<file path="config.mk">
export PLATFORM = sky130hd
export DESIGN_NAME = grh_ram
export DESIGN_NICKNAME = d
export VERILOG_FILES = /design/src/grh_ram.sv
export SDC_FILE = /design/constraint.sdc
export NUM_CORES = 1
export LEC_CHECK = 0
export ABC_CLOCK_PERIOD_IN_PS = 2300
export BUFFER_PORTS_ARGS = -buffer_cell sky130_fd_sc_hd__buf_4
export CAP_MARGIN = 5
export CORE_MARGIN = 2
export CORE_UTILIZATION = 49
export CTS_CLUSTER_SIZE = 24
export DETAILED_ROUTE_END_ITERATION = 7
export GPL_ROUTABILITY_DRIVEN = 0
export PLACE_DENSITY = 0.69
export SLEW_MARGIN = 20
export SYNTH_ARGS = -nofsm -noshare
export SYNTH_HDL_FRONTEND = slang
export SYNTH_SLANG_ARGS = --single-unit
</file>
<file path="constraint.sdc">
create_clock -name clock -period 2.3 [get_ports clock]
set_input_delay 0.115 -clock clock [delete_from_list [all_inputs] [get_ports clock]]
set_output_delay 0.115 -clock clock [all_outputs]
set_load 0.01 [all_outputs]
</file>
<file path="src/grh_ram.sv">
// Generic single-clock RAM: one write port, one registered read port.
// Depends on nothing.
`timescale 1ns / 1ps

module grh_ram #(
   parameter int WIDTH = 16,
   parameter int DEPTH = 16
) (
   input  logic                     clock,
   input  logic                     wr_en,
   input  logic [$clog2(DEPTH)-1:0] wr_addr,
   input  logic [WIDTH-1:0]         wr_data,
   input  logic                     rd_en,
   input  logic [$clog2(DEPTH)-1:0] rd_addr,
   output logic [WIDTH-1:0]         rd_data
);

   logic [WIDTH-1:0] mem_ff [DEPTH];
   logic [WIDTH-1:0] rd_data_ff;

   always_ff @(posedge clock) begin
      if (wr_en) begin
         mem_ff[wr_addr] <= wr_data;
      end
      if (rd_en) begin
         rd_data_ff <= mem_ff[rd_addr];
      end
   end

   assign rd_data = rd_data_ff;

endmodule

</file>
# Word-level counts from Yosys, hierarchy flattened
# Memory sizes are Yosys's and may differ from the RTL's. A register that Yosys moved wholly into a read port is not among the register bits.
# Cells that the tools add are included.
[totals]
ff_bits = 0
ram_bits = 256
inputBits = 27
word_cells = 3
memories = 1
[classes]
muxes = 2
[memory_table]
columns = ["name", "words", "width", "read_ports", "rd_ports_with_merged_regs", "wr", "line_no", "rtl"]
rows = [
  ["mem_ff", 16, 16, 1, 1, 1, "18", "logic [WIDTH-1:0] mem_ff [DEPTH];"],
]
[ops]
columns = ["cell", "count"]
rows = [
  ["two-way mux 1 bit", 2],
]

# Depth between registers and ports, before layout
[logic_depth]
ltp_word = 2
ltp_mapped = 5
mapped_depth_nobuf = 3

# Least setup slack after synthesis
# OpenSTA, ideal clock, no wires.
[synth_timing]
path_kind = "in2reg"
start = "in wr_addr[2]"
end = "mem mem_ff[0][0], enable pin"
setup_ns = 0.409
arrival_time_ns = 1.761
path_slack_ns = 0.130
stages = 2
path_buffers = 0
path_cell_list = "or3b_2 -> nor3_1"
[synth_rtl]
columns = ["item", "line_no", "rtl"]
rows = [
  ["start, declared", "11", "input logic [$clog2(DEPTH)-1:0] wr_addr,"],
  ["end, declared", "18", ""],
]
# Straight into the memory's write port.

==> impl_results.md <==
- Status: complete, no violations
- IR drop worst, VDD: 0.000655 V
- WP data arrival: 1.72 ns
- Initial Utilization: 50.1%
- Unique masters post-synth: 18
- Metal2 WL: 10200 µm
- Period Utilization, post-route: 62.6%
- Synth Instances: 432
- #FFs+latches synth: 272
- First-pass GRT wire length: 31100 µm
- Largest net degree at the start of global routing: 46
- TritonRoute pass-1 iters: 5
- Final setup TNS: 0 ns
- Clock Tree Root: clkbuf_16
- Syn Area/Cell: 23.6 µm²
- Antenna violations before repair: 0
- Die Footprint: 22000 µm²
- CTS resizes: 0
- Skew final: 0.00719 ns
- # diodes: 0
- Worst slew margin: 61.1%
- Initial drt markers: 544
- Ys Warns: 0
- Vias in the first global route: 5096
- Net Count, Synth: 459
- I/O pin count: 43
- HP Start: rd_en
- Die height: 148 µm
- Worst skew pair latency: 0.53 ns
- Crit end category: flop
- Peak Freq: 0.694 GHz
- CP Class: reg2reg
- GRT overflow: 0
- Setup ws final: 0.860 ns
- ANT nets after route: 0
- WL final: 20700 µm
- Row count: 52
- TritonCTS buffer count: 28
- Metal-1 WL: 8730 µm
- CTS max path bufs: 3
- HP Class: in2reg
- Clk sinks: 272
- Pwr per Cell Area: 884 nW/µm²
- Launch point of the worst reg-to-reg path: mem_ff[0][0]
- Unrepaired setup endpoints after global routing: no
- Crit path max fanout: 1
- CTS tree: built
- Post-DP Area: 11100 µm²
- Static Leak: 0.00400 µW
- Core Footprint: 20400 µm²
- Postcts setup bufs: 0
- Worst slack, placed: 0.520 ns
- DR vias/cell: 5.94
- Synth Cell Area: 10200 µm²
- Max-cap violations: 0
- Slew of the pin with the lowest slew margin: 0.582 ns
- WL/cell: 25.3 µm
- Seq/Total Area, Yosys: 80.0%
- Layout Nets: 556
- Setup Viol. Count Final: 0
- Worst R2R Path Depth: 3
- Cell count of the worst hold path: 1
- Uppermost routed layer: met4
- Hold Fails Final Rpt: 0
- DRC errors left: 0
- Area Overhead vs Synth: 19.3%
- Flop-to-flop setup slack: 0.86 ns
- Post-DP HPWL: 11600 µm
- PortBufs: 42
- GRT Total Usage: 19.5%
- Minimum clock period: 1.44 ns
- Clk pin slew, worst setup/hold paths: 0.06 ns
- Fin area: 12200 µm²
- Chip width: 148 µm
- Worst r2r dst: rd_data[0]
- Hold EP: rd_data[14]
- # H-tree levels: 1
- Fin Hold WS: 0.0183 ns
- Worst Path Required: 2.58 ns
- CP Launch Type: flop
- Slew Limit Fails: 0
- Total number of vias: 4859
- Met3 Wirelength: 1350 µm
- Share of post-route cells with drive strength above 1: 33.2%
- Total Power: 10800 µW
state kept, by name (all words and copies together) (netlist names):
signal   flops
mem_ff     256
rd_data     16
cell families after synthesis:
| family | count (synthesis) | share of synthesized area (%) |
|---|---|---|
| muxes | 64 | 14.5 |
| DFF | 272 | 80.0 |
| and+or+nand+nor | 43 | 1.89 |
| AOI/OAI and AO/OA | 32 | 2.35 |
| buffers and inverters | 21 | 1.21 |
cell usage in the layout, fill, tap and decap left out:
cell type | netlist | layout
clkinvlp_4 | 0 | 1
clkbuf_1 | 8 | 5
buf_12 | 0 | 5
nor2_1 | 13 | 1
nor2b_1 | 2 | 2
nand3_1 | 1 | 1
nand2b_1 | 2 | 2
nand2_1 | 17 | 17
dlygate4sd3_1 | 0 | 16
nor3_2 | 0 | 4
clkinv_2 | 0 | 4
nor2_2 | 0 | 12
nand3b_1 | 2 | 2
clkbuf_16 | 0 | 29
buf_4 | 3 | 67
mux4_2 | 54 | 54
edfxtp_1 | 272 | 272
or3b_2 | 1 | 1
bufinv_16 | 0 | 5
and2_1 | 1 | 1
mux4_1 | 10 | 10
clkinv_1 | 0 | 5
a22oi_1 | 32 | 32
metrics by stage:
stage               utilization [%]  instances
floorplan                         -        432
global placement               54.4        753
detailed placement             54.4        753
CTS                            59.8        818
global route                   59.8        818
finish                         59.8        818
how the worst max path moves through the flow:
stage                       from      endpoint  slack (ns)  depth (start not counted)
floorplan             wr_addr[2]  mem_ff[0][0]        0.13                          2
global placement      rd_addr[0]    rd_data[6]        0.54                          5
detailed placement    rd_addr[0]    rd_data[0]        0.52                          5
CTS                 mem_ff[0][0]    rd_data[0]        0.85                          3
global route        mem_ff[0][4]    rd_data[4]        0.81                          3
finish              mem_ff[0][0]    rd_data[0]        0.86                          3
where the power goes:
group          switching [µW]  internal [µW]  leakage (µW)
Clock                    1750           2840      0.000458
Combinational             294            251       0.00107
Sequential               30.7           5580       0.00247
synth_stat cells:
library cell | count | area (µm²)
mux4_2 | 54 | 1220
a22oi_1 | 32 | 240
buf_4 | 3 | 22.5
clkbuf_1 | 8 | 30.0
buf_6 | 4 | 45.0
edfxtp_1 | 272 | 8170
nand3b_1 | 2 | 15.0
nor3_1 | 4 | 20.0
mux4_1 | 10 | 263
nand3_1 | 1 | 5.00
nand2_1 | 17 | 63.8
buf_1 | 3 | 11.3
nor2b_1 | 2 | 12.5
and2_1 | 1 | 6.26
or3b_2 | 1 | 8.76
nand2b_1 | 2 | 12.5
nor2_1 | 13 | 48.8
buf_2 | 3 | 15.0
critical path, stage by stage, from the launching register on:
cell	delay, ns
edfxtp_1	0.37
mux4_1	0.50
a22oi_1	0.23
nand2_1	0.09
metal layers:
| layer | vias up | track usage (%) |
|---|---|---|
| li1 | 2043 | - |
| met4 | 0 | 5.33 |
| met3 | 40 | 3.53 |
| met5 | - | 0 |
| met1 | 2610 | 28.3 |
| met2 | 166 | 31.3 |
area by class of cell:
cell class | count | area, µm²
multi-input combinational | 139 | 1960
timing repair buffer | 88 | 763
sequential | 272 | 8170
clock inverter | 15 | 196
clock buffer | 34 | 744
fill | 1426 | 8190
tap | 270 | 338
repair_timing:
action                                 CTS  global route
hold buffers                            16             0
setup endpoints to repair                0             0
endpoints found under the hold margin  256             0
Note: power is estimated with default switching activity, not from simulation.
