`src/grh_pkg.sv`:
```
// Grouped repeat histogram: shared types, constants and helpers.
// Depends on nothing; grh_csr, grh_group_table and the top level import it.
`timescale 1ns / 1ps

package grh_pkg;

   localparam int MAX_GROUPS  = 16;
   localparam int MAX_LOCI    = 32;
   localparam int MAX_REPEAT  = 63;
   localparam int COUNT_WIDTH = 16;

   localparam int VALUE_W    = 16;
   localparam int SLOT_W     = 4;
   localparam int LOCUS_W    = 5;
   localparam int BIN_W      = 6;
   localparam int GCOUNT_W   = 5;
   localparam int POS_W      = 6;
   localparam int NUM_LOCI_W = 6;
   localparam int CMD_W      = 2;
   localparam int STATUS_W   = 2;

   localparam int HIST_DEPTH  = MAX_GROUPS * MAX_LOCI * (MAX_REPEAT + 1);
   localparam int HIST_ADDR_W = SLOT_W + LOCUS_W + BIN_W;

   localparam int CSR_ADDR_W = 3;
   localparam int CSR_DATA_W = 32;
   localparam logic [CSR_ADDR_W-3:0] REG_NUM_LOCI = '0;

   localparam logic [COUNT_WIDTH-1:0] COUNT_MAX = {COUNT_WIDTH{1'b1}};

   typedef enum logic [CMD_W-1:0] {
      CMD_DATA       = 2'd0,
      CMD_READ_BIN   = 2'd1,
      CMD_READ_GROUP = 2'd2,
      CMD_NOP        = 2'd3
   } grh_cmd_type;

   typedef enum logic [STATUS_W-1:0] {
      STATUS_OK        = 2'd0,
      STATUS_FULL      = 2'd1,
      STATUS_TOO_LARGE = 2'd2,
      STATUS_MISSING   = 2'd3
   } grh_status_type;

   typedef enum logic [1:0] {
      FSM_CLEAR,
      FSM_IDLE,
      FSM_EXEC
   } grh_fsm_type;

   typedef struct packed {
      logic [NUM_LOCI_W-1:0] num_loci;
      logic                  restart;
   } grh_cfg_type;

   typedef struct packed {
      logic              hit;
      logic [SLOT_W-1:0] slot;
   } grh_lookup_type;

   typedef struct packed {
      grh_cmd_type              cmd;
      logic                     is_id;
      logic [VALUE_W-1:0]       value;
      logic [SLOT_W-1:0]        slot;
      logic                     hit;
      logic [SLOT_W-1:0]        hit_slot;
      logic [HIST_ADDR_W-1:0]   hist_addr;
   } grh_item_type;

   function automatic logic [COUNT_WIDTH-1:0] sat_inc(input logic [COUNT_WIDTH-1:0] count);
      return (count == COUNT_MAX) ? count : count + 1'b1;
   endfunction

endpackage

```
`src/grh_group_table.sv`:
```
// Group id table: stored ids, fill count and a parallel id lookup.
// Depends on grh_pkg.
`timescale 1ns / 1ps

module grh_group_table (
   input  logic                            clock,
   input  logic                            reset,
   input  logic [grh_pkg::VALUE_W-1:0]     lookup_id,
   output grh_pkg::grh_lookup_type         lookup,
   input  logic                            add_en,
   input  logic [grh_pkg::VALUE_W-1:0]     add_id,
   input  logic [grh_pkg::SLOT_W-1:0]      rd_slot,
   output logic [grh_pkg::VALUE_W-1:0]     rd_id,
   output logic [grh_pkg::GCOUNT_W-1:0]    used_count,
   output logic                            full
);
   import grh_pkg::*;

   logic [VALUE_W-1:0]  ids_ff [MAX_GROUPS];
   logic [GCOUNT_W-1:0] used_ff;
   logic [GCOUNT_W-1:0] used_in;

   // ids in use are unique, so any matching slot is the one
   always_comb begin
      lookup.hit  = 1'b0;
      lookup.slot = '0;
      for (int i = MAX_GROUPS - 1; i >= 0; i--) begin
         if ((GCOUNT_W'(i) < used_ff) && (ids_ff[i] == lookup_id)) begin
            lookup.hit  = 1'b1;
            lookup.slot = SLOT_W'(i);
         end
      end
   end

   assign full    = (used_ff == GCOUNT_W'(MAX_GROUPS));
   assign used_in = add_en ? used_ff + 1'b1 : used_ff;

   always_ff @(posedge clock) begin
      if (reset) begin
         used_ff <= '0;
      end else begin
         used_ff <= used_in;
      end
   end

   always_ff @(posedge clock) begin
      if (add_en) begin
         ids_ff[used_ff[SLOT_W-1:0]] <= add_id;
      end
   end

   assign rd_id      = ids_ff[rd_slot];
   assign used_count = used_ff;

endmodule

```
`config.mk`:
```
export PLATFORM = sky130hd
export DESIGN_NAME = grh_group_table
export DESIGN_NICKNAME = d
export VERILOG_FILES = /design/src/grh_pkg.sv /design/src/grh_group_table.sv
export SDC_FILE = /design/constraint.sdc
export NUM_CORES = 1
export LEC_CHECK = 0
export ABC_AREA = 1
export BUFFER_PORTS_ARGS = -buffer_cell sky130_fd_sc_hd__buf_2
export CAP_MARGIN = 20
export CORE_AREA = 2 2 159 223
export DETAILED_ROUTE_END_ITERATION = 10
export DIE_AREA = 0 0 161 225
export PLACE_DENSITY = 0.6
export SLEW_MARGIN = 15
export SYNTH_ARGS = -nofsm -noshare
export SYNTH_HDL_FRONTEND = slang
export SYNTH_SLANG_ARGS = --single-unit
export TNS_END_PERCENT = 30
```
`constraint.sdc`:
```
create_clock -name clock -period 6.5 [get_ports clock]
set_input_delay 1.3 -clock clock [delete_from_list [all_inputs] [get_ports clock]]
set_output_delay 1.3 -clock clock [all_outputs]
set_load 0.02 [all_outputs]
```
* After elaboration in Yosys (flattened, before gate mapping)
Memory sizes are Yosys's and may differ from the RTL's.
Cells that the tools add are included.
** Storage, ports and cells
- Register bits after elaboration :: 5
- Memory bits (writable) :: 256
- Bits of input ports :: 39
- Memories :: 1
** Memories
- ids_ff :: depth 16, bits a word 16, read ports 17, clocked after Yosys merged registers in 0, wr ports 1, line grh_group_table.sv:19 : logic [VALUE_W-1:0] ids_ff [MAX_GROUPS];
** Operators by class
- Add/sub/neg operators :: 1
- Magnitude comparators :: 16
- Eq/ne operators :: 17
- Multiplexer cells :: 18
- Reductions and logical operators :: 16
** Operators with widths (count)
- equality test 16 bit :: 16
- two-way mux 5 bit :: 16
- < comparator 4 x 5 -> 1 bit (first input constant) :: 8
- < comparator 3 x 5 -> 1 bit (first input constant) :: 4
- logical AND 1 bit :: 16
- < comparator 1 x 5 -> 1 bit (first input constant) :: 2
- < comparator 2 x 5 -> 1 bit (first input constant) :: 2
- adder 5 x 1 -> 5 bit (second input constant) :: 1
- equality test 5 bit (second input constant) :: 1
- two-way mux 1 bit :: 2

* Depth between registers and ports, before layout
- Word-level depth :: 18
- Gate-level depth with buffers :: 23
- Gate-level depth less buffers :: 22

* Worst setup path before layout
No wires, ideal clock.
- Kind :: input port to output port
- Start point :: input lookup_id[4] (netlist bit)
- End point :: output lookup[3] (netlist bit)
- Arrival :: 2.933 ns
- Required time :: 5.200 ns
- Path slack :: 2.267 ns
- Cell stages on the path :: 8
- Buffers on the path :: 2
- Path through :: buf_2 > buf_2 > or2_2 > a221oi_1 > nand4_1 > nand2_1 > nor3_1 > nor3_1
** RTL lines
- start, declared :: line grh_group_table.sv:8 : input logic [grh_pkg::VALUE_W-1:0] lookup_id,
- end, declared :: line grh_group_table.sv:9 : output grh_pkg::grh_lookup_type lookup,

==> flow_summary_export.csv <==
group,metric,value,unit
clock_network,cts_hold_buffers,0,
cells_and_area,layout_commonest_cell,"sky130_fd_sc_hd__edfxtp_1",
detailed_routing,antenna_violating_nets_post_route,0,
detailed_routing,finalWirelength,57.70,mm
worst_setup_path,crit_path_start_kind,"input pin",
sta,fmax,185.5,MHz
die,chipWidth,161,um
sta,final_hold_viol_count,0,
die,io_pins,66,
pwr,cell_internal_pwr,2.866,mW
detailed_routing,detailroute.wirelength.met2,28.90,mm
global_routing,groute.usage.overall,31.57,%
die,floorplan.die.height,225,um
clock_network,cts_root_buf,"sky130_fd_sc_hd__clkbuf_16",
detailed_routing,avgRoutedWirePerCell,30.27,um
pwr,power.share.clock,40.6,%
sta,final_worst_setup_slack,1.110,ns
worst_setup_path,critical_path.max_fanout,16,
pwr,power_switching,0.9951,mW
global_routing,grt_antenna_before_repair,0,
sta,clock_tree_skew_after_final_layout,0.006566,ns
clock_network,post-cts-setup-buffers,0,
synthesis,synth_async_sr_flop_share,0,%
clock_network,cts.htree.levels,1,
sta,post-route-period-util,82.92,%
detailed_routing,drt_pass1_iterations,5,
cells_and_area,p_r_area_growth_vs_syn,11.03,%
cells_and_area,layout.cell_area.non_filler,15390,um^2
pwr,p_leak,5.514,nW
die,coreArea,34030,um^2
pwr,power.combinational.fraction,10.7,%
cells_and_area,mostFrequentLayoutCells,"256 x sky130_fd_sc_hd__edfxtp_1, 198 x sky130_fd_sc_hd__nand2_1, 160 x sky130_fd_sc_hd__o21ai_0",
hold_path,worstHoldPathType,"reg2reg",
global_routing,grt_overflow,0,
placed_design,place.detailed.hpwl,41.17,mm
clock_network,tritoncts,"done",
synthesis,synth-edff-count,256,
clock_network,cts_made_buffers,27,
worst_setup_path,critPathArrivalTime,4.09,ns
cells_and_area,insertedDiodeCount,0,
detailed_routing,route.met3.wl,4.413,mm
detailed_routing,m1WireLength,20.02,mm
pwr,power.ir.vdd_worst,0.0001696,V
pwr,p_sw_share,25.77,%
synthesis,synthesis.nets,1445,
synthesis,synth.avg_cell_area,9.888,um^2
placed_design,routabilityCongestion,1.078,
synthesis,netlist_area,13860,um^2
sta,final.min_clock_period,5.390,ns
synthesis,seq_area_frac_synth,56.17,%
detailed_routing,post-route-drc-count,0,
detailed_routing,maxUsedRoutingLayer,"met4",
pwr,cell_area_power_density,250.8,nW/um^2
die,initial_standard_cell_utilization_of_the_core,40.74,%
sta,grt_setup_unrepaired,"no",
run_status,run_status,"finished, final reports clean",
global_routing,first_pass_grt_wire_length,81.13,mm
clock_network,clkLatencyLatePin,0.56,ns
detailed_routing,route.detailed.vias_per_inst,6.135,
worst_setup_path,critical_path_class,"in2out",
clock_network,tritoncts_num_sinks,261,
cells_and_area,nets,1479,
pwr,seq_power_share,48.7,%
detailed_routing,detail_route.iter0.violations,1368,
clock_network,cts_buffer_depth,3,
sta,slew_headroom,44.82,%
placed_design,dpl_worst_slack,1.342,ns
synthesis,post_synth_num_cell_types,45,
synthesis,dominantRegCellSynth,"sky130_fd_sc_hd__edfxtp_1",
worst_setup_path,cp_endpoint_kind,"primary output",
clock_network,ctsResizeCount,0,
placed_design,io_buffer_count,65,
sta,number_of_max_slew_violations_in_the_final_report,0,
synthesis,total_of_warnings_raised_by_yosys,0,
flow_run,drv.max_cap_violation_count,0,
die,rows,80,
sta,setup_viol_count_final,0,
global_routing,maximum_number_of_pins_on_one_net_before_global_route_repair,66,
die,die-area,36230,um^2
detailed_routing,num_vias,11690,
worst_setup_path,cp.required,5.20,ns
global_routing,number_of_global_route_vias_before_repair,11490,
sta,fin_setup_tns,0,ns
synthesis,netlist_instances,1402,
synthesis,seq_cells_post_synth,261,
cells_and_area,layout-drive-gt1-share,11.20,%
clock_network,clkTransAtPathRegs,0.06,ns
sta,timing_worst_slew_pin_value,0.8277,ns
placed_design,area_post_placement,14520,um^2
[power by group through the flow]
stage	logic [mW]	registers (mW)	clock network [mW]
final	0.412	1.88	1.57
after global routing	0.431	1.88	1.64
after CTS	0.404	1.88	1.57
after detailed placement	0.402	1.92	0
after global placement	0.402	1.92	0
after floorplan	0.231	1.91	0
[sequential cells by signal, indices dropped and copies added (netlist names)]
register	flops
ids_ff	256
used_count	5
[synthesized netlist by cell type (2+ instances only)]
cell type / instances / share of area, %
sky130_fd_sc_hd__edfxtp_1: 256 / 55
sky130_fd_sc_hd__nand2_1: 198 / 5.4
sky130_fd_sc_hd__o21ai_0: 160 / 5.8
sky130_fd_sc_hd__nor2_1: 139 / 3.8
sky130_fd_sc_hd__inv_1: 90 / 2.4
sky130_fd_sc_hd__a21oi_1: 70 / 2.5
sky130_fd_sc_hd__xor2_1: 60 / 3.8
sky130_fd_sc_hd__o22ai_1: 59 / 2.7
sky130_fd_sc_hd__xnor2_1: 56 / 3.5
sky130_fd_sc_hd__nand3_1: 50 / 1.8
sky130_fd_sc_hd__clkbuf_1: 49 / 1.3
sky130_fd_sc_hd__a221oi_1: 30 / 1.9
sky130_fd_sc_hd__o211ai_1: 24 / 1.3
sky130_fd_sc_hd__inv_2: 18 / 0.49
sky130_fd_sc_hd__o221ai_1: 17 / 1.1
sky130_fd_sc_hd__buf_4: 14 / 0.76
sky130_fd_sc_hd__buf_2: 13 / 0.47
sky130_fd_sc_hd__nor4_1: 12 / 0.54
sky130_fd_sc_hd__nand4_1: 11 / 0.50
sky130_fd_sc_hd__nor3_1: 11 / 0.40
sky130_fd_sc_hd__or2_2: 9 / 0.41
sky130_fd_sc_hd__buf_6: 7 / 0.57
sky130_fd_sc_hd__a211oi_1: 6 / 0.32
sky130_fd_sc_hd__dfxtp_1: 5 / 0.72
sky130_fd_sc_hd__o2111ai_1: 5 / 0.32
sky130_fd_sc_hd__ha_1: 4 / 0.36
sky130_fd_sc_hd__o21ai_1: 4 / 0.14
sky130_fd_sc_hd__buf_1: 3 / 0.081
sky130_fd_sc_hd__or2_1: 3 / 0.14
sky130_fd_sc_hd__a2111oi_0: 2 / 0.13
sky130_fd_sc_hd__and2_1: 2 / 0.090
sky130_fd_sc_hd__clkinv_1: 2 / 0.054
[worst paths after layout]
kind | cells past startpoint | start | endpoint | slack (ns)
max | 12 | lookup_id[11] | lookup[2] | 1.11
min | 1 | used_count[3]$_SDFFE_PP0P_ | used_count[3]$_SDFFE_PP0P_ | 0.61
max reg2reg | 5 | used_count[0]$_SDFFE_PP0P_ | ids_ff[12][7]$_DFFE_PP_ | 4.54
min reg2reg | 1 | used_count[3]$_SDFFE_PP0P_ | used_count[3]$_SDFFE_PP0P_ | 0.61
[stage by stage]
stage	util [%]	cells	hold WS (ns)	power, mW
5_1_grt	45.23	1906	0.6497	3.949
3_3_place_gp	42.67	1858	0.5754	2.319
2_1_floorplan	-	1402	0.5796	2.144
6_report	45.23	1906	0.6052	3.861
4_1_cts	45.23	1906	0.6058	3.856
3_5_place_dp	42.67	1858	0.5894	2.320
[cells by family (layout without fill, tap and decap cells)]
logic type / count (synthesis) / after routing / share of synthesized area (%)
flops: 261 / 261 / 56.17
simple gates: 442 / 442 / 13.42
xor+xnor: 116 / 116 / 7.328
buf+inv: 196 / 249 / 6.182
compound gates: 383 / 383 / 16.53
fa+ha+maj: 4 / 4 / 0.3610
[metal layers]
metal	up-vias	global-route usage (%)
met1	5743	36.44
met4	0	20.68
li1	5074	-
met5	-	0
met3	163	3.312
met2	713	55.60
[worst max-delay path, stage by stage]
cell and delay, ns:
sky130_fd_sc_hd__buf_2 0.27, sky130_fd_sc_hd__inv_2 0.33, sky130_fd_sc_hd__o22ai_1 0.12, sky130_fd_sc_hd__a221oi_1 0.63
sky130_fd_sc_hd__nand3_1 0.38, sky130_fd_sc_hd__nor3_1 0.25, sky130_fd_sc_hd__nand4_1 0.15, sky130_fd_sc_hd__and2_1 0.24
sky130_fd_sc_hd__nand2_1 0.10, sky130_fd_sc_hd__a21oi_1 0.05, sky130_fd_sc_hd__nor2_1 0.09, sky130_fd_sc_hd__buf_2 0.16
[cell type report]
cell class / count / area [um^2]
inverters: 110 / 414.1
repair buffers: 91 / 535.5
fillers: 3299 / 18640
clock inverters: 12 / 108.9
multi-input cells: 945 / 5221
flip-flops and latches: 261 / 7787
well taps: 451 / 564.3
clock buffers: 36 / 760.7
Power figures use the tool's default switching activity.
